**config.mk**
```make
export PLATFORM = sky130hd
export DESIGN_NAME = spc_horner_step
export DESIGN_NICKNAME = d
export VERILOG_FILES = /design/src/sv/spc_pkg.sv /design/src/sv/spc_horner_step.sv
export SDC_FILE = /design/constraint.sdc
export NUM_CORES = 2
export LEC_CHECK = 0
export BUFFER_PORTS_ARGS = -buffer_cell sky130_fd_sc_hd__buf_2
export CAP_MARGIN = 15
export CORE_ASPECT_RATIO = 1.75
export CORE_MARGIN = 2
export CORE_UTILIZATION = 40
export CTS_BUF_LIST = sky130_fd_sc_hd__clkbuf_2
export CTS_CLUSTER_SIZE = 10
export DETAILED_ROUTE_END_ITERATION = 10
export PLACE_DENSITY = 0.55
export SYNTH_ARGS = -nofsm -noshare
export SYNTH_HDL_FRONTEND = slang
export SYNTH_SLANG_ARGS = --single-unit
```
**constraint.sdc**
```tcl
create_clock -name clk -period 9.6 [get_ports clk]
set_input_delay 0.48 -clock clk [delete_from_list [all_inputs] [get_ports clk]]
set_output_delay 0.48 -clock clk [all_outputs]
set_load 0.02 [all_outputs]
```
**src/sv/spc_pkg.sv**
```systemverilog
`timescale 1ns / 1ps
// ----------------------------------------------------------------------------
// spc_pkg
// Shared types and constants for the sensor polynomial calibration core.
// ----------------------------------------------------------------------------
package spc_pkg;

    localparam int DATA_W       = 32;
    localparam int FRAC_W       = 16;
    localparam int COEF_REGS    = 6;
    localparam int COUNT_W      = 3;
    localparam int CFG_IDX_W    = 3;
    localparam int MAX_COEFS_DEF = 6;

    // Configuration register indexes
    localparam logic [CFG_IDX_W-1:0] REG_COEF_COUNT = 3'd0;
    localparam logic [CFG_IDX_W-1:0] REG_COEF_FIRST = 3'd1;
    localparam logic [CFG_IDX_W-1:0] REG_COEF_LAST  = 3'd6;

    typedef logic signed [DATA_W-1:0] q16_t;

    // Live configuration as seen by the Horner chain
    typedef struct packed {
        logic [COUNT_W-1:0]                    count_eff;
        logic [COEF_REGS-1:0][DATA_W-1:0]      coef;
    } spc_cfg_t;

endpackage

```
**src/sv/spc_horner_step.sv**
```systemverilog
`timescale 1ns / 1ps
// ----------------------------------------------------------------------------
// spc_horner_step
// One Horner step acc * x + coef in two register stages: a multiply stage,
// then rounding, coefficient add and saturation; inactive steps pass acc on.
// ----------------------------------------------------------------------------
module spc_horner_step #(
    parameter int STEP = 1
) (
    input  logic                       clk,
    input  logic                       rst_n,
    input  logic [spc_pkg::COUNT_W-1:0] count_eff,
    input  spc_pkg::q16_t              coef,
    input  logic                       up_valid,
    output logic                       up_ready,
    input  spc_pkg::q16_t              up_acc,
    input  spc_pkg::q16_t              up_x,
    input  logic                       up_ovf,
    output logic                       dn_valid,
    input  logic                       dn_ready,
    output spc_pkg::q16_t              dn_acc,
    output spc_pkg::q16_t              dn_x,
    output logic                       dn_ovf
);
    import spc_pkg::*;

    localparam int PROD_W = 2 * DATA_W;
    localparam int SCL_W  = PROD_W - FRAC_W;
    localparam logic [COUNT_W-1:0] STEP_IDX = COUNT_W'(STEP);
    localparam logic signed [PROD_W-1:0] HALF_LSB = PROD_W'(64'sd1 <<< (FRAC_W - 1));

    // Multiply stage
    logic                     a_valid_reg;
    logic signed [PROD_W-1:0] a_prod_reg;
    q16_t                     a_acc_reg;
    q16_t                     a_x_reg;
    logic                     a_ovf_reg;
    logic                     a_ready;

    // Add and saturate stage
    logic                     b_valid_reg;
    q16_t                     b_acc_reg;
    q16_t                     b_acc_next;
    q16_t                     b_x_reg;
    logic                     b_ovf_reg;
    logic                     b_ovf_next;
    logic                     b_ready;

    logic                     active;
    logic signed [PROD_W-1:0] rounded;
    logic signed [SCL_W-1:0]  scaled;
    logic signed [SCL_W:0]    sum;
    logic                     sat;

    assign active  = STEP_IDX < count_eff;
    assign b_ready = !b_valid_reg || dn_ready;
    assign a_ready = !a_valid_reg || b_ready;
    assign up_ready = a_ready;

    always_ff @(posedge clk or negedge rst_n)
    begin
        if (!rst_n)
        begin
            a_valid_reg <= 1'b0;
        end
        else if (a_ready)
        begin
            a_valid_reg <= up_valid;
        end
    end

    always_ff @(posedge clk)
    begin
        if (a_ready && up_valid)
        begin
            a_prod_reg <= PROD_W'(up_acc) * PROD_W'(up_x);
            a_acc_reg  <= up_acc;
            a_x_reg    <= up_x;
            a_ovf_reg  <= up_ovf;
        end
    end

    // Round half up, then drop the fraction bits of the product
    always_comb
    begin
        rounded = a_prod_reg + HALF_LSB;
        scaled  = rounded[PROD_W-1:FRAC_W];
        sum     = {scaled[SCL_W-1], scaled} + (SCL_W+1)'(coef);
        sat     = !((&sum[SCL_W:DATA_W-1]) || !(|sum[SCL_W:DATA_W-1]));
        if (!active)
        begin
            b_acc_next = a_acc_reg;
            b_ovf_next = a_ovf_reg;
        end
        else if (sat)
        begin
            b_acc_next = sum[SCL_W] ? {1'b1, {(DATA_W-1){1'b0}}} : {1'b0, {(DATA_W-1){1'b1}}};
            b_ovf_next = 1'b1;
        end
        else
        begin
            b_acc_next = sum[DATA_W-1:0];
            b_ovf_next = a_ovf_reg;
        end
    end

    always_ff @(posedge clk or negedge rst_n)
    begin
        if (!rst_n)
        begin
            b_valid_reg <= 1'b0;
        end
        else if (b_ready)
        begin
            b_valid_reg <= a_valid_reg;
        end
    end

    always_ff @(posedge clk)
    begin
        if (b_ready && a_valid_reg)
        begin
            b_acc_reg <= b_acc_next;
            b_x_reg   <= a_x_reg;
            b_ovf_reg <= b_ovf_next;
        end
    end

    assign dn_valid = b_valid_reg;
    assign dn_acc   = b_acc_reg;
    assign dn_x     = b_x_reg;
    assign dn_ovf   = b_ovf_reg;

endmodule

```
==> out/results.tsv <==
stage	metric	value	unit
routing	wire per inst	23.20	um
logic_synthesis	area share of and/or/nand/nor cells after synthesis	0.1615	
worst_setup_path	worst r2r path cells	23	
routing	Total Routed Length	149.2	mm
sta	Max Freq	119.0	MHz
sta	final hold viol count	0	
clocking	number of buffers inserted during clock tree synthesis	17	
global_route	wire length of the first global-routing pass	223.5	mm
logic_synthesis	FF+latch count, synth	181	
worst_setup_path	CP required	10.57	ns
sta	slew at the pin with the worst max-slew slack	1.028	ns
logic_synthesis	summed instance area of the synthesized netlist	46340	um2
sta	RSZ-0062 raised after global routing	no	
logic_synthesis	syn nets	6237	
global_route	GRT Util Overall	0.2595	
clocking	number of hold buffers added after cts	78	
worst_hold_path	worst hold path endpoint	dn_acc[5]	
place	Port Buffers	169	
clocking	Root Driver	sky130_fd_sc_hd__clkbuf_2	
run_status	result of the run	finished clean	
worst_setup_path	CP Class	primary input to flop	
worst_setup_path	reg2reg start	a_prod_reg[17]	
global_route	maximum number of pins on one net before global-route repair	77	
clocking	insertion delay of the later-clocked pin in the worst-skew pair	1.25	ns
die	die height	454.3	um
place	Final GP Congestion	0.8990	
routing	DRT iter0 DRCs	1945	
clocking	clock transition at the registers of the reported paths	0.31	ns
die	placement row count	165	
cells_and_area	number of flip-flops in the largest register	49	
clocking	buffers inserted by post-CTS timing repair	0	
die	area of the die	118700	um2
worst_setup_path	setup slack on the worst flop-to-flop path	1.93	ns
worst_setup_path	endpoint of the lowest-slack register-to-register path	dn_acc[27]	
logic_synthesis	multiplexer share of the synthesized area	0.0008640	
sta	Final Critical Period	8.404	ns
clocking	clock tree from TritonCTS	built	
die	initial core utilization	0.4023	
sta	setup skew after layout	0.08316	ns
worst_setup_path	critical-path cell with the highest stage delay	sky130_fd_sc_hd__buf_2	
worst_setup_path	Data arrival, critical path	9.37	ns
logic_synthesis	number of standard cells after synthesis	4822	
logic_synthesis	number of warnings issued by yosys	0	
routing	via-per-instance ratio	5.253	
die	Core ar.	115200	um2
worst_hold_path	number of instances on the worst hold path	6	
logic_synthesis	number of distinct standard cells referenced by the synthesized netlist	82	
logic_synthesis	main combinational cell family by area after synthesis	adder cells	
worst_setup_path	cell mode on critical path	sky130_fd_sc_hd__fa_1	
place	DPL Wire Length	121.1	mm
cells_and_area	share of layout cells above drive strength 1	0.06401	
worst_setup_path	critical path startpoint category	primary input	
die	Die Wd	261.3	um
cells_and_area	P&R area growth vs syn	7.209	%
logic_synthesis	synthesized-area fraction occupied by ao, oa, aoi and oai cells	0.06132	
worst_hold_path	critical hold path startpoint	coef[5]	
logic_synthesis	adder and majority cell fraction of the synthesized area	0.5292	
global_route	residual overflow from global routing	0	
cells_and_area	commonest non-fill, non-tap cells in the layout	sky130_fd_sc_hd__fa_1, sky130_fd_sc_hd__inv_1, sky130_fd_sc_hd__nand2_1	
logic_synthesis	EDFF count, synth	179	
global_route	via count of the first global-routing pass	37260	
clocking	Resized Gates After CTS	0	
sta	Worst slew margin	0.3148	
worst_setup_path	Worst Path Max Fanout	28	
worst_hold_path	worst min path class	primary input to flop	
logic_synthesis	xor-xnor portion of the synthesized cell area	0.02778	
cells_and_area	most common cell after layout, fill and taps aside	sky130_fd_sc_hd__fa_1	
logic_synthesis	Main synth FF type	sky130_fd_sc_hd__edfxtp_1	
routing	drt first pass iters	7	
logic_synthesis	per-instance average area after synthesis	9.611	um2
clocking	CTS H-Tree Depth	4	
routing	total vias in the final route	33780	
sta	slack of the critical path	1.196	ns
sta	Sum Neg Setup Slack	0	ns
logic_synthesis	async set-reset flop share out of synthesis	0.01105	
sta	final max-slew violation count	0	
cells_and_area	final net count	6324	
routing	final routed DRC violation total	0	
logic_synthesis	proportion of synthesized chip area in sequential cells	0.1171	
routing	number of nets still failing antenna checks after routing	0	
sta	portion of the clock cycle consumed by the worst path in the final layout	0.8754	
global_route	antenna violations before repair	10	
clocking	total number of clock tree sinks	181	
job	Max Cap Violations	0	
worst_setup_path	slowest stage delay, CP	0.74	ns
sta	setup violators final	0	
worst_setup_path	crit path capture type	flop	
place	worst setup slack before clock tree synthesis	0.6113	ns
die	number of top-level pins	171	
clocking	buffers from clock root to sink, at most	2	
==> final cells by class <==
class	count	area [um2]
Timing Repair Buffer	318	2160
Inverter	1002	3761
Tap cell	1503	1881
Sequential cell	181	5425
Multi-Input combinational cell	3389	36190
Clock inverter	14	160.2
Clock buffer	17	85.08
Antenna cell	7	17.52
Fill cell	11430	65520
==> synth_stat cells (22+ instances only) <==
| master | number | area, um2 |
|---|---|---|
| sky130_fd_sc_hd__nand2b_1 | 23 | 143.9 |
| sky130_fd_sc_hd__fa_1 | 1082 | 21660 |
| sky130_fd_sc_hd__o21ai_0 | 56 | 280.3 |
| sky130_fd_sc_hd__and3_1 | 25 | 156.4 |
| sky130_fd_sc_hd__inv_1 | 1002 | 3761 |
| sky130_fd_sc_hd__o21bai_1 | 23 | 172.7 |
| sky130_fd_sc_hd__nand4_1 | 28 | 175.2 |
| sky130_fd_sc_hd__nand2_1 | 655 | 2459 |
| sky130_fd_sc_hd__nor3_1 | 30 | 150.1 |
| sky130_fd_sc_hd__a21oi_1 | 104 | 520.5 |
| sky130_fd_sc_hd__nand3_1 | 61 | 305.3 |
| sky130_fd_sc_hd__and2_1 | 518 | 3241 |
| sky130_fd_sc_hd__xor2_1 | 57 | 499.2 |
| sky130_fd_sc_hd__ha_1 | 229 | 2865 |
| sky130_fd_sc_hd__nor2_1 | 125 | 469.2 |
| sky130_fd_sc_hd__xnor2_1 | 90 | 788.3 |
| sky130_fd_sc_hd__clkbuf_1 | 223 | 837.1 |
| sky130_fd_sc_hd__edfxtp_1 | 179 | 5375 |
| sky130_fd_sc_hd__buf_2 | 22 | 110.1 |
| sky130_fd_sc_hd__a21o_1 | 56 | 420.4 |
==> worst max path at each step <==
stage | startpoint | end | depth (start not counted)
2_1_floorplan | up_acc[31] | a_prod_reg[63] | 29
3_3_place_gp | up_x[8] | a_prod_reg[49] | 28
3_5_place_dp | up_x[8] | a_prod_reg[49] | 28
4_1_cts | up_x[8] | a_prod_reg[49] | 29
5_1_grt | up_x[8] | a_prod_reg[51] | 28
6_report | up_x[8] | a_prod_reg[49] | 29
==> worst max-delay path: cells and delay by family <==
family / cells / cell delay [ns]
buffers and inverters: 8 / 1.82
and+or+nand+nor: 3 / 0.23
adders and majority gates: 9 / 4.08
AOI/OAI and AO/OA: 8 / 2.58
xor gates and xnor gates: 1 / 0.10
==> cells by family after synthesis <==
logic type	count (synthesis)
AND/OR/NAND/NOR	1522
adder cells (fa/ha/maj)	1311
buffers and inverters	1252
AO/OA/AOI/OAI	405
flip-flops	181
XOR/XNOR	147
multiplexers	4
==> routing by layer <==
| metal | track usage | vias to the layer above | wire, um |
|---|---|---|---|
| met4 | 0.1916 | 0 | 12710 |
| li1 | - | 14720 | - |
| met2 | 0.5036 | 897 | 84670 |
| met5 | 0 | - | 0 |
| met3 | 0.01765 | 411 | 3982 |
| met1 | 0.2532 | 17760 | 47860 |
==> through the flow <==
| stage | util | hold slack (ns) | std cells | area [um2] |
|---|---|---|---|---|
| final | 0.4313 | 0.1105 | 6431 | 49680 |
| after global routing | 0.4313 | 0.08855 | 6430 | 49680 |
| after CTS | 0.4311 | 0.01892 | 6424 | 49670 |
| after detailed placement | 0.4222 | 0.2677 | 6315 | 48640 |
| after global placement | 0.4222 | 0.2651 | 6315 | 48640 |
| after floorplan | - | 0.1844 | 4822 | 46340 |
Power is left out: the tool's default activity adds up to more than one toggle a clock period on the data nets, which glitch-free logic cannot reach.
