<file path="src/sv/spc_pkg.sv">
`timescale 1ns / 1ps
// ----------------------------------------------------------------------------
// spc_pkg
// Shared types and constants for the sensor polynomial calibration core.
// ----------------------------------------------------------------------------
package spc_pkg;

    localparam int DATA_W       = 32;
    localparam int FRAC_W       = 16;
    localparam int COEF_REGS    = 6;
    localparam int COUNT_W      = 3;
    localparam int CFG_IDX_W    = 3;
    localparam int MAX_COEFS_DEF = 6;

    // Configuration register indexes
    localparam logic [CFG_IDX_W-1:0] REG_COEF_COUNT = 3'd0;
    localparam logic [CFG_IDX_W-1:0] REG_COEF_FIRST = 3'd1;
    localparam logic [CFG_IDX_W-1:0] REG_COEF_LAST  = 3'd6;

    typedef logic signed [DATA_W-1:0] q16_t;

    // Live configuration as seen by the Horner chain
    typedef struct packed {
        logic [COUNT_W-1:0]                    count_eff;
        logic [COEF_REGS-1:0][DATA_W-1:0]      coef;
    } spc_cfg_t;

endpackage

</file>
<file path="src/sv/spc_cfg_regs.sv">
`timescale 1ns / 1ps
// ----------------------------------------------------------------------------
// spc_cfg_regs
// Coefficient and count registers, with the count clamped to the usable range.
// ----------------------------------------------------------------------------
module spc_cfg_regs #(
    parameter int MAX_COEFS = spc_pkg::MAX_COEFS_DEF
) (
    input  logic                          clk,
    input  logic                          rst_n,
    input  logic                          cfg_valid,
    output logic                          cfg_ready,
    input  logic [spc_pkg::CFG_IDX_W-1:0] cfg_index,
    input  logic [spc_pkg::DATA_W-1:0]    cfg_data,
    output spc_pkg::spc_cfg_t             cfg
);
    import spc_pkg::*;

    localparam logic [COUNT_W-1:0] COUNT_MAX = COUNT_W'(MAX_COEFS);

    logic [COUNT_W-1:0]               count_reg;
    logic [COEF_REGS-1:0][DATA_W-1:0] coef_reg;
    logic [CFG_IDX_W-1:0]             coef_sel;

    assign cfg_ready = 1'b1;
    assign coef_sel  = CFG_IDX_W'(cfg_index - REG_COEF_FIRST);

    always_ff @(posedge clk or negedge rst_n)
    begin
        if (!rst_n)
        begin
            count_reg <= COUNT_W'(1);
            coef_reg  <= '0;
        end
        else if (cfg_valid && cfg_ready)
        begin
            // Ignore writes beyond the last coefficient
            if (cfg_index == REG_COEF_COUNT)
            begin
                count_reg <= cfg_data[COUNT_W-1:0];
            end
            else if (cfg_index >= REG_COEF_FIRST && cfg_index <= REG_COEF_LAST)
            begin
                coef_reg[coef_sel] <= cfg_data;
            end
        end
    end

    always_comb
    begin
        cfg.coef = coef_reg;
        priority if (count_reg == '0)
        begin
            cfg.count_eff = COUNT_W'(1);
        end
        else if (count_reg > COUNT_MAX)
        begin
            cfg.count_eff = COUNT_MAX;
        end
        else
        begin
            cfg.count_eff = count_reg;
        end
    end

endmodule

</file>
<file path="config.mk">
export PLATFORM = sky130hd
export DESIGN_NAME = spc_cfg_regs
export DESIGN_NICKNAME = d
export VERILOG_FILES = /design/src/sv/spc_pkg.sv /design/src/sv/spc_cfg_regs.sv
export SDC_FILE = /design/constraint.sdc
export NUM_CORES = 1
export LEC_CHECK = 0
export BUFFER_PORTS_ARGS = -buffer_cell sky130_fd_sc_hd__buf_2
export CAP_MARGIN = 10
export CORE_MARGIN = 10
export CORE_UTILIZATION = 46
export CTS_CLUSTER_SIZE = 10
export DETAILED_ROUTE_END_ITERATION = 10
export GPL_TIMING_DRIVEN = 0
export PLACE_DENSITY = 0.73
export SYNTH_ARGS = -nofsm -noshare
export SYNTH_HDL_FRONTEND = slang
export SYNTH_SLANG_ARGS = --single-unit
</file>
<file path="constraint.sdc">
create_clock -name clk -period 1.7 [get_ports clk]
set_input_delay 0.34 -clock clk [delete_from_list [all_inputs] [get_ports clk]]
set_output_delay 0.34 -clock clk [all_outputs]
set_load 0.01 [all_outputs]
</file>
==> results of run 1 <==
area by class of cell:
class	instances	area (um2)
plain buffers	21	317.8
multi-input cells	220	2849
well taps	216	270.3
clock buffers	19	432.9
fillers	1146	5172
clock inverters	12	156.4
repair buffers	270	1712
flip-flops and latches	195	4881
inverters	3	36.28
repair_timing:
action / 4_1_cts / 5_1_grt
resized for setup: 71 / 23
setup buffers: 22 / 8
endpoints found under the hold margin: 87 / 0
endpoints found under the setup margin: 157 / 157
pin swaps: 7 / 4
cloned: 6 / 0
hold buffers: 1 / 0
kinds of logic (layout without fill, tap and decap cells):
logic type	count (synthesis)	count (layout)	share of synthesized area
adders and majority gates	4	4	0.006755
and+or+nand+nor	14	14	0.01300
other	1	1	0.0005061
DFF	195	195	0.6587
AOI/OAI and AO/OA	6	6	0.005743
muxes	195	195	0.2964
buffers and inverters	26	325	0.01891
metal layers:
layer	up-vias	GRT usage	part of all wire
li1	2129	-	-
met1	2512	0.2370	0.41
met2	152	0.3207	0.51
met3	26	0.05958	0.064
met4	0	0.06690	0.018
met5	-	0	0
final timing paths:
check	depth (start not counted)	startpoint	end	slack (ns)
hold / removal	2	cfg_data[28]	cfg[156]	0.21
setup / recovery	8	cfg_index[0]	cfg[80]	-0.26
hold reg to reg	1	cfg[128]	cfg[128]	0.50
setup reg to reg	1	count_reg[1]	count_reg[1]	0.90
min in group asynchronous	2	rst_n	cfg[71]	0.50
max in group asynchronous	3	rst_n	cfg[16]	0.28
layout by cell type (no fill, tap or decap), types with 2 or more instances in the layout:
cell type	instances
buf_2	229
buf_6	8
bufinv_16	3
buf_16	6
o21ai_2	2
dfrtp_1	194
clkbuf_16	17
clkinvlp_4	4
clkinv_2	2
buf_4	22
inv_12	2
ha_1	2
mux2_4	103
inv_6	2
clkbuf_1	4
nand2_1	2
buf_8	3
buf_12	20
nor2b_1	2
mux2_2	91
report_power, final:
part	switching [mW]	total [mW]	internal (mW)
clock	1.74	4.05	2.31
combinational	2.23	4.91	2.68
sequential	0.818	6.94	6.12
stage by stage:
stage               area, um2  hold slack (ns)  setup slack [ns]
floorplan                7824          0.04441           -0.4927
global placement         9255           0.4653            -2.631
detailed placement       9293           0.3898           -0.9571
CTS                     10540           0.1890           -0.2295
global route            10660           0.2002           -0.2750
finish                  10660           0.2113           -0.2612
==> metrics.yaml, run 1 <==
outcome:
  status: "finished, violations left"
  violations: "setup timing"
placement:
  port_buffers: 232
  place_hpwl_mm: 14.46
  gp_congestion: 0.7550
  dp.cells: 890
worst_setup_path:
  cpPeakStageDelay_ns: 0.57
  cp_max_fo: 10
  timing.critical_path.mode_cell: "buf_12"
  crit_type: "input pin to register"
  cp-start-kind: "input pin"
  worstPathCellList: "buf_12, inv_12, ha_4, nor2b_4, or4b_4, or3_4, buf_12, mux2_4"
  crit_required_ns: 2.01
  cp_slowest_cell: "or4b_4"
  path_delay_family: "simple AND/OR/NAND/NOR gates"
  cp.arrival_ns: 2.27
  worst-path-buf-inv: 3
  critPathCaptureType: "register"
floorplanning:
  die_w_um: 146.9
  start_util: 0.4681
  rows: 46
  die_area_um2: 21580
  die-height_um: 146.9
  io_pins: 234
  fp.coreArea_um2: 15830
sta:
  fin_ws_ns: -0.2612
  tightestPinTransition_ns: 0.6647
  slew_violations: 0
  finalSetupTns_ns: -18.33
  period_share: 1.154
  min_period_ns: 1.961
  rsz0062_at_grt: "true"
  relSlewSlack: 0.5569
  finalHoldViolCount: 0
  setup_viol: 137
  fin_skew_ns: 0
  max_freq_mhz: 509.9
clock_network:
  clk_pin_slew_ns: 0.07
  cts_tree: "done"
  cts_buffers: 17
  cts_buffer_depth: 2
  clock-sinks: 195
  cts_root_buffer: "clkbuf_16"
  clk_latency_ns: 0.42
  cts_htree_levels: 4
logic_synthesis:
  synth_area_um2: 7410
  yosysWarnings: 0
  synth_most_common_cell: "dfrtp_1"
  synth_edf_count: 0
  postSynth.asyncResetShare: 1.000
  synth-seq-cells: 195
  yosys-top-cells-count: "dfrtp_1, mux2_2, mux2_1, buf_2, ha_1"
  yosys.area.top_type: "dfrtp_1"
  synth-main-ff-cell: "dfrtp_1"
  synth.area.top_cells: "dfrtp_1, mux2_2, mux2_1"
  syn_avg_cell_area_um2: 16.80
  syn_nets: 483
  yosysSeqAreaShare: 0.6587
  syn_inst: 441
  synth_cell_types: 28
  synth.top_cell.area_share: 0.6552
drt:
  antenna_left: 0
  drt_iter0_markers: 178
  dr.pass1.iters: 4
  vias: 4819
  avgRoutedWirePerCell_um: 22.10
  drc: 0
  drt_wl_total_mm: 21.13
  via_per_inst: 5.041
cells_and_area:
  largest_reg_flops: 192
  syn_to_final_growth_pct: 43.80
  insertedDiodeCount: 0
  instances_no_fill: 956
  drive_gt1_frac: 0.7162
  finish.utilization: 0.6732
  final_nets: 770
power:
  power.leakage_nw: 5.414
  power_mw: 15.91
  power.density_nw_per_um2: 1493
  vdd_ir_drop_max_uv: 731.5
grt:
  antenna_found_initial: 1
  track_usage: 0.1942
  first_global_vias: 5302
  grt_overflow_total: 0
  grt_pass1_wl_mm: 32.44
  grt_max_degree: 108
job:
  drv_cap: 0
min_path:
  hold_path_class: "input pin to register"
(Power assumes the default switching activity.)
==> run 2, diff against run 1 <==
--- a/config.mk
+++ b/config.mk
@@ -8,11 +8,11 @@
 export BUFFER_PORTS_ARGS = -buffer_cell sky130_fd_sc_hd__buf_2
 export CAP_MARGIN = 10
 export CORE_MARGIN = 10
-export CORE_UTILIZATION = 46
+export CORE_UTILIZATION = 40
 export CTS_CLUSTER_SIZE = 10
 export DETAILED_ROUTE_END_ITERATION = 10
 export GPL_TIMING_DRIVEN = 0
-export PLACE_DENSITY = 0.73
+export PLACE_DENSITY = 0.65
 export SYNTH_ARGS = -nofsm -noshare
 export SYNTH_HDL_FRONTEND = slang
 export SYNTH_SLANG_ARGS = --single-unit
==> run 2 against run 1 <==
The flow still finishes with violations (setup timing). Clock power up 1%. Power about the same. Clock skew unchanged. Combinational power down 1%. Final cell count up 0.52%. Sequential share of layout area up 0.67 points. Worst setup slack better by 0.046 ns. Non-clock buffer count down 10. Core utilization down 9.3 points. Register-to-register slack about the same. Critical path depth down 1.
==> metrics.yaml, run 2 (synthesis results as in run 1) <==
outcome:
  status: "finished, violations left"
  violations: "setup timing"
grt:
  grt_max_degree: 108  # unchanged
  grt_overflow_total: 0  # unchanged
  track_usage: 0.1700  # -0.02415
  first_global_vias: 5201  # -1.9%
  grt_pass1_wl_mm: 31.79  # -2.0%
  antenna_found_initial: 2  # +1
drt:
  drt_wl_total_mm: 21.31  # +0.86%
  vias: 4700  # -2.5%
  antenna_left: 0  # unchanged
  dr.pass1.iters: 4  # unchanged
  drc: 0  # unchanged
  avgRoutedWirePerCell_um: 22.18  # +0.33%
  drt_iter0_markers: 166  # -6.7%
  via_per_inst: 4.891  # -3.0%
clock_network:
  cts_htree_levels: 4  # unchanged
  cts_buffers: 17  # unchanged
  clk_pin_slew_ns: 0.07  # about the same
  clk_latency_ns: 0.42  # about the same
  cts_tree: "done"
  clock-sinks: 195  # unchanged
  cts_root_buffer: "clkbuf_16"
  cts_buffer_depth: 2  # unchanged
sta:
  period_share: 1.127  # -0.02693
  finalHoldViolCount: 0  # unchanged
  fin_skew_ns: 0  # unchanged
  slew_violations: 0  # unchanged
  rsz0062_at_grt: "true"
  hold_slack_ns: 0.2143  # +0.002995 ns
  tightestPinTransition_ns: 0.6824  # +0.01769 ns
  min_period_ns: 1.915  # -0.04578 ns
  fin_ws_ns: -0.2154  # +0.04579 ns
  max_freq_mhz: 522.1  # +2.4%
  relSlewSlack: 0.5451  # -0.01179
  setup_viol: 97  # -29%
worst_setup_path:
  cp_max_fo: 10  # unchanged
  regToRegStartpoint: "cfg[23]"
  reg2reg_to: "cfg[23]"
  crit_required_ns: 2.01  # about the same
  critPathCaptureType: "register"
  cp-startpoint: "cfg_index[1]"
  crit_type: "input pin to register"
  r2r_slack_ns: 0.90  # about the same
  cp.arrival_ns: 2.23  # -0.04 ns
  reg2reg_depth: 1  # unchanged
  cp-start-kind: "input pin"
cells_and_area:
  instances_no_fill: 961  # +0.52%
  syn_to_final_growth_pct: 41.73
  final_nets: 760  # -1.3%
  final_common_cell: "buf_2"
  largest_reg_flops: 192  # unchanged
  drive_gt1_frac: 0.7141  # -0.002126
  final_cell_mix: "buf_2, dfrtp_1, mux2_2"
  finish.utilization: 0.5806  # -0.09257
min_path:
  worstHoldStart: "cfg_data[5]"
  whs_endpoint: "cfg[101]"
  whs_path_depth: 2  # unchanged
  hold_path_class: "input pin to register"
floorplanning:
  io_pins: 234  # unchanged
  fp.coreArea_um2: 18090  # +14%
  die_area_um2: 24370  # +13%
  die-height_um: 156.1  # +6.3%
  start_util: 0.4097  # -0.05846
  die_w_um: 156.1  # +6.3%
  rows: 49  # +6.5%
job:
  drv_cap: 0  # unchanged
power:
  power_mw: 15.90  # about the same
  power.density_nw_per_um2: 1514  # +1.4%
  vdd_ir_drop_max_uv: 830.0  # +13%
  power.leakage_nw: 5.338  # -1.4%
placement:
  post-place-ws_ns: -1.033  # -0.07612 ns
  dp.cells: 903  # +1.5%
  place_hpwl_mm: 14.80  # +2.4%
  port_buffers: 232  # unchanged
  gp_congestion: 0.7527  # -0.30%
run 2: power breakdown:
part / total (mW) / switching (mW) / internal, mW
logic: 4.84 / 2.22 / 2.63
registers: 6.94 / 0.822 / 6.12
clock network: 4.11 / 1.85 / 2.26
run 2: per-stage QoR:
step | setup TNS (ns) | instance area [um2]
detailed placement | -136.19 | 9309
floorplan | -36.76 | 7824
CTS | -9.575 | 10270
global route | -11.44 | 10500
finish | -8.963 | 10500
global placement | -636.32 | 9271
run 2: final cells by class:
| class | count | area [um2] |
|---|---|---|
| Tap cell | 229 | 286.5 |
| Fill cell | 1449 | 7585 |
| Multi-Input combinational cell | 220 | 2829 |
| Clock buffer | 18 | 439.2 |
| Antenna cell | 1 | 2.502 |
| Inverter | 3 | 36.28 |
| Clock inverter | 14 | 167.7 |
| Sequential cell | 195 | 4881 |
| Timing Repair Buffer | 261 | 1575 |
| Buffer | 20 | 284.0 |
run 2: repair_timing:
| action | CTS | global route |
|---|---|---|
| buffers inserted | 17 | 6 |
| pin swaps | 4 | 4 |
| resized for setup | 52 | 30 |
| hold buffers | 1 | 0 |
| hold endpoints to repair | 87 | 0 |
| endpoints found under the setup margin | 169 | 148 |
| gates cloned | 1 | 5 |
run 2: worst max-delay path, stage by stage:
cell	delay, ns
buf_12	0.11
inv_12	0.05
ha_4	0.19
or4b_4	0.57
or3_4	0.46
buf_12	0.19
mux2_4	0.30
run 2: how the worst max path moves through the flow:
| stage | endpoint | slack (ns) | depth (start not counted) |
|---|---|---|---|
| 3_5_place_dp | cfg[114] | -1.03 | 8 |
| 2_1_floorplan | cfg[65] | -0.49 | 8 |
| 6_report | cfg[69] | -0.22 | 7 |
| 5_1_grt | cfg[69] | -0.20 | 7 |
| 4_1_cts | cfg[69] | -0.19 | 7 |
| 3_3_place_gp | cfg[49] | -2.63 | 1 |
run 2: metal layers:
metal,global-route usage,vias to the layer above,routed length (um)
li1,-,2113,-
met2,0.2879,144,10750
met5,0,-,18
met4,0.04854,2,274
met1,0.2046,2423,8953
met3,0.05266,18,1313
==> run 3, diff against run 2 <==
--- a/config.mk
+++ b/config.mk
@@ -5,6 +5,7 @@
 export SDC_FILE = /design/constraint.sdc
 export NUM_CORES = 1
 export LEC_CHECK = 0
+export ABC_CLOCK_PERIOD_IN_PS = 1700
 export BUFFER_PORTS_ARGS = -buffer_cell sky130_fd_sc_hd__buf_2
 export CAP_MARGIN = 10
 export CORE_MARGIN = 10
@@ -13,6 +14,7 @@
 export DETAILED_ROUTE_END_ITERATION = 10
 export GPL_TIMING_DRIVEN = 0
 export PLACE_DENSITY = 0.65
+export RECOVER_POWER = 25
 export SYNTH_ARGS = -nofsm -noshare
 export SYNTH_HDL_FRONTEND = slang
 export SYNTH_SLANG_ARGS = --single-unit
==> run 3 against run 2 <==
The run still ends with setup timing left. Global-route usage did not move. Worst setup slack better by 0.0014 ns. Count of clock-buffer cells in the layout unchanged. Final cell count unchanged. Power down 0.28%. Maximum frequency about the same. Register-to-register slack hardly changed. First-iteration DRC count down 5.4%. Flip-flop and latch count did not move. Hold slack about the same. Sequential power is essentially flat. Critical path type unchanged. Largest cell class unchanged. Largest power group unchanged.
==> metrics.yaml, run 3 (synthesis results as in run 1) <==
worst_setup_path:
  regToRegStartpoint: "cfg[110]"
  critPathCaptureType: "register"
  cp.arrival_ns: 2.22  # about the same
  crit_required_ns: 2.01  # about the same
  cp_max_fo: 10  # unchanged
  reg2reg_depth: 1  # unchanged
  reg2reg_to: "cfg[110]"
  crit_type: "input pin to register"
  r2r_slack_ns: 0.91  # about the same
  cp-start-kind: "input pin"
floorplanning:
  die-height_um: 156.1  # unchanged
  io_pins: 234  # unchanged
  die_w_um: 156.1  # unchanged
  die_area_um2: 24370  # unchanged
  rows: 49  # unchanged
  start_util: 0.4097  # unchanged
  fp.coreArea_um2: 18090  # unchanged
grt:
  track_usage: 0.1700  # unchanged
  grt_max_degree: 108  # unchanged
  grt_use_met2: 0.2879  # unchanged
  grt_pass1_wl_mm: 31.79  # unchanged
  busiest_layer: "met2"
  gr-usage-met3: 0.05266  # unchanged
  first_global_vias: 5201  # unchanged
  antenna_found_initial: 2  # unchanged
  grtUsageMet1: 0.2046  # unchanged
  grt_overflow_total: 0  # unchanged
cells_and_area:
  syn_to_final_growth_pct: 41.35
  drive_gt1_frac: 0.6840  # -0.03010
  fillers: 1466  # +1.2%
  seqCellArea_um2: 4881  # unchanged
  multiInputGateArea_um2: 2829  # unchanged
  largest_reg_flops: 192  # unchanged
  instances_no_fill: 961  # unchanged
  final_common_cell: "buf_2"
  final_cell_mix: "buf_2, dfrtp_1, mux2_2"
  final_nets: 760  # unchanged
placement:
  gp_congestion: 0.7527  # unchanged
  place_hpwl_mm: 14.80  # unchanged
  port_buffers: 232  # unchanged
  dp.cells: 903  # unchanged
drt:
  drc: 0  # unchanged
  avgRoutedWirePerCell_um: 22.11  # -0.32%
  drt_wl_total_mm: 21.24  # -0.32%
  antenna_left: 0  # unchanged
  via_per_inst: 4.895  # about the same
  drt_iter0_markers: 157  # -5.4%
  dr.pass1.iters: 4  # unchanged
  vias: 4704  # +0.085%
power:
  power_mw: 15.85  # -0.28%
  vdd_ir_drop_max_uv: 830.1  # about the same
  power.density_nw_per_um2: 1513  # about the same
  power.leakage_nw: 5.270  # -1.3%
clock_network:
  clk_pin_slew_ns: 0.07  # about the same
  cts_root_buffer: "clkbuf_16"
  cts_buffer_depth: 2  # unchanged
  clock-sinks: 195  # unchanged
  cts_buffers: 17  # unchanged
  clk_latency_ns: 0.42  # about the same
  cts_htree_levels: 4  # unchanged
  cts_tree: "done"
min_path:
  whs_path_depth: 2  # unchanged
  worstHoldStart: "cfg_data[5]"
  hold_path_class: "input pin to register"
  whs_endpoint: "cfg[101]"
sta:
  tightestPinTransition_ns: 0.6820  # -0.0003457 ns
  relSlewSlack: 0.5453  # about the same
  period_share: 1.126  # about the same
  slew_violations: 0  # unchanged
  hold_slack_ns: 0.2141  # -0.0002530 ns
  max_freq_mhz: 522.5  # about the same
  min_period_ns: 1.914  # -0.001356 ns
  rsz0062_at_grt: "true"
  fin_skew_ns: 0  # unchanged
  fin_ws_ns: -0.2141  # +0.001356 ns
  finalHoldViolCount: 0  # unchanged
  setup_viol: 103  # +6.2%
outcome:
  status: "finished, violations left"
  violations: "setup timing"
job:
  drv_cap: 0  # unchanged
-- run 3: cell count changes in the layout (fill, tap and decap cells not counted), sizes merged --
cell / change
clkbuf: +22
buf: -22
-- run 3: metrics by stage --
| stage | setup WS [ns] | TNS [ns] | utilization | instance area, um2 |
|---|---|---|---|---|
| 2_1_floorplan | -0.4927 | -36.76 | - | 7824 |
| 3_3_place_gp | -2.627 | -636.32 | 0.5126 | 9271 |
| 3_5_place_dp | -1.033 | -136.19 | 0.5147 | 9309 |
| 4_1_cts | -0.1940 | -9.575 | 0.5678 | 10270 |
| 5_1_grt | -0.2031 | -11.44 | 0.5790 | 10470 |
| 6_report | -0.2141 | -9.104 | 0.5791 | 10470 |
-- run 3: report_power, final --
group	switching (mW)	internal, mW
clock	1.85	2.26
combinational	2.22	2.58
sequential	0.823	6.12
total	4.89	11.0
-- run 3: critical path, stage by stage --
cell    delay (ns)
buf_12        0.11
inv_12        0.05
ha_4          0.19
or4b_4        0.57
or3_4         0.46
buf_12        0.19
mux2_4        0.30
-- run 3: worst max-delay path by stage --
stage,cells after the start,end,from,slack [ns]
finish,7,cfg[69],cfg_index[1],-0.21
global route,7,cfg[69],cfg_index[1],-0.20
CTS,7,cfg[69],cfg_index[1],-0.19
detailed placement,8,cfg[114],cfg_index[0],-1.03
global placement,1,cfg[49],rst_n,-2.63
floorplan,8,cfg[65],cfg_index[0],-0.49
-- run 3: per-layer routing --
| layer | up-vias | wire [um] |
|---|---|---|
| met5 | - | 18 |
| met2 | 139 | 10740 |
| li1 | 2114 | - |
| met4 | 2 | 204 |
| met1 | 2436 | 9003 |
| met3 | 13 | 1276 |
-- run 3: area by class of cell --
class | instances | share of cell area
clock inverters | 14 | 0.01601
repair buffers | 261 | 0.1478
multi-input cells | 220 | 0.2701
clock buffers | 18 | 0.04193
well taps | 229 | 0.02736
flip-flops and latches | 195 | 0.4660
diodes | 1 | 0.0002389
plain buffers | 20 | 0.02712
inverters | 3 | 0.003464
-- run 3: what timing repair did --
action,4_1_cts,5_1_grt
resized for setup,52,30
hold endpoints to repair,87,0
buffers inserted,17,6
endpoints found under the setup margin,169,148
hold buffers,1,0
gates cloned,1,5
pin swaps,4,4
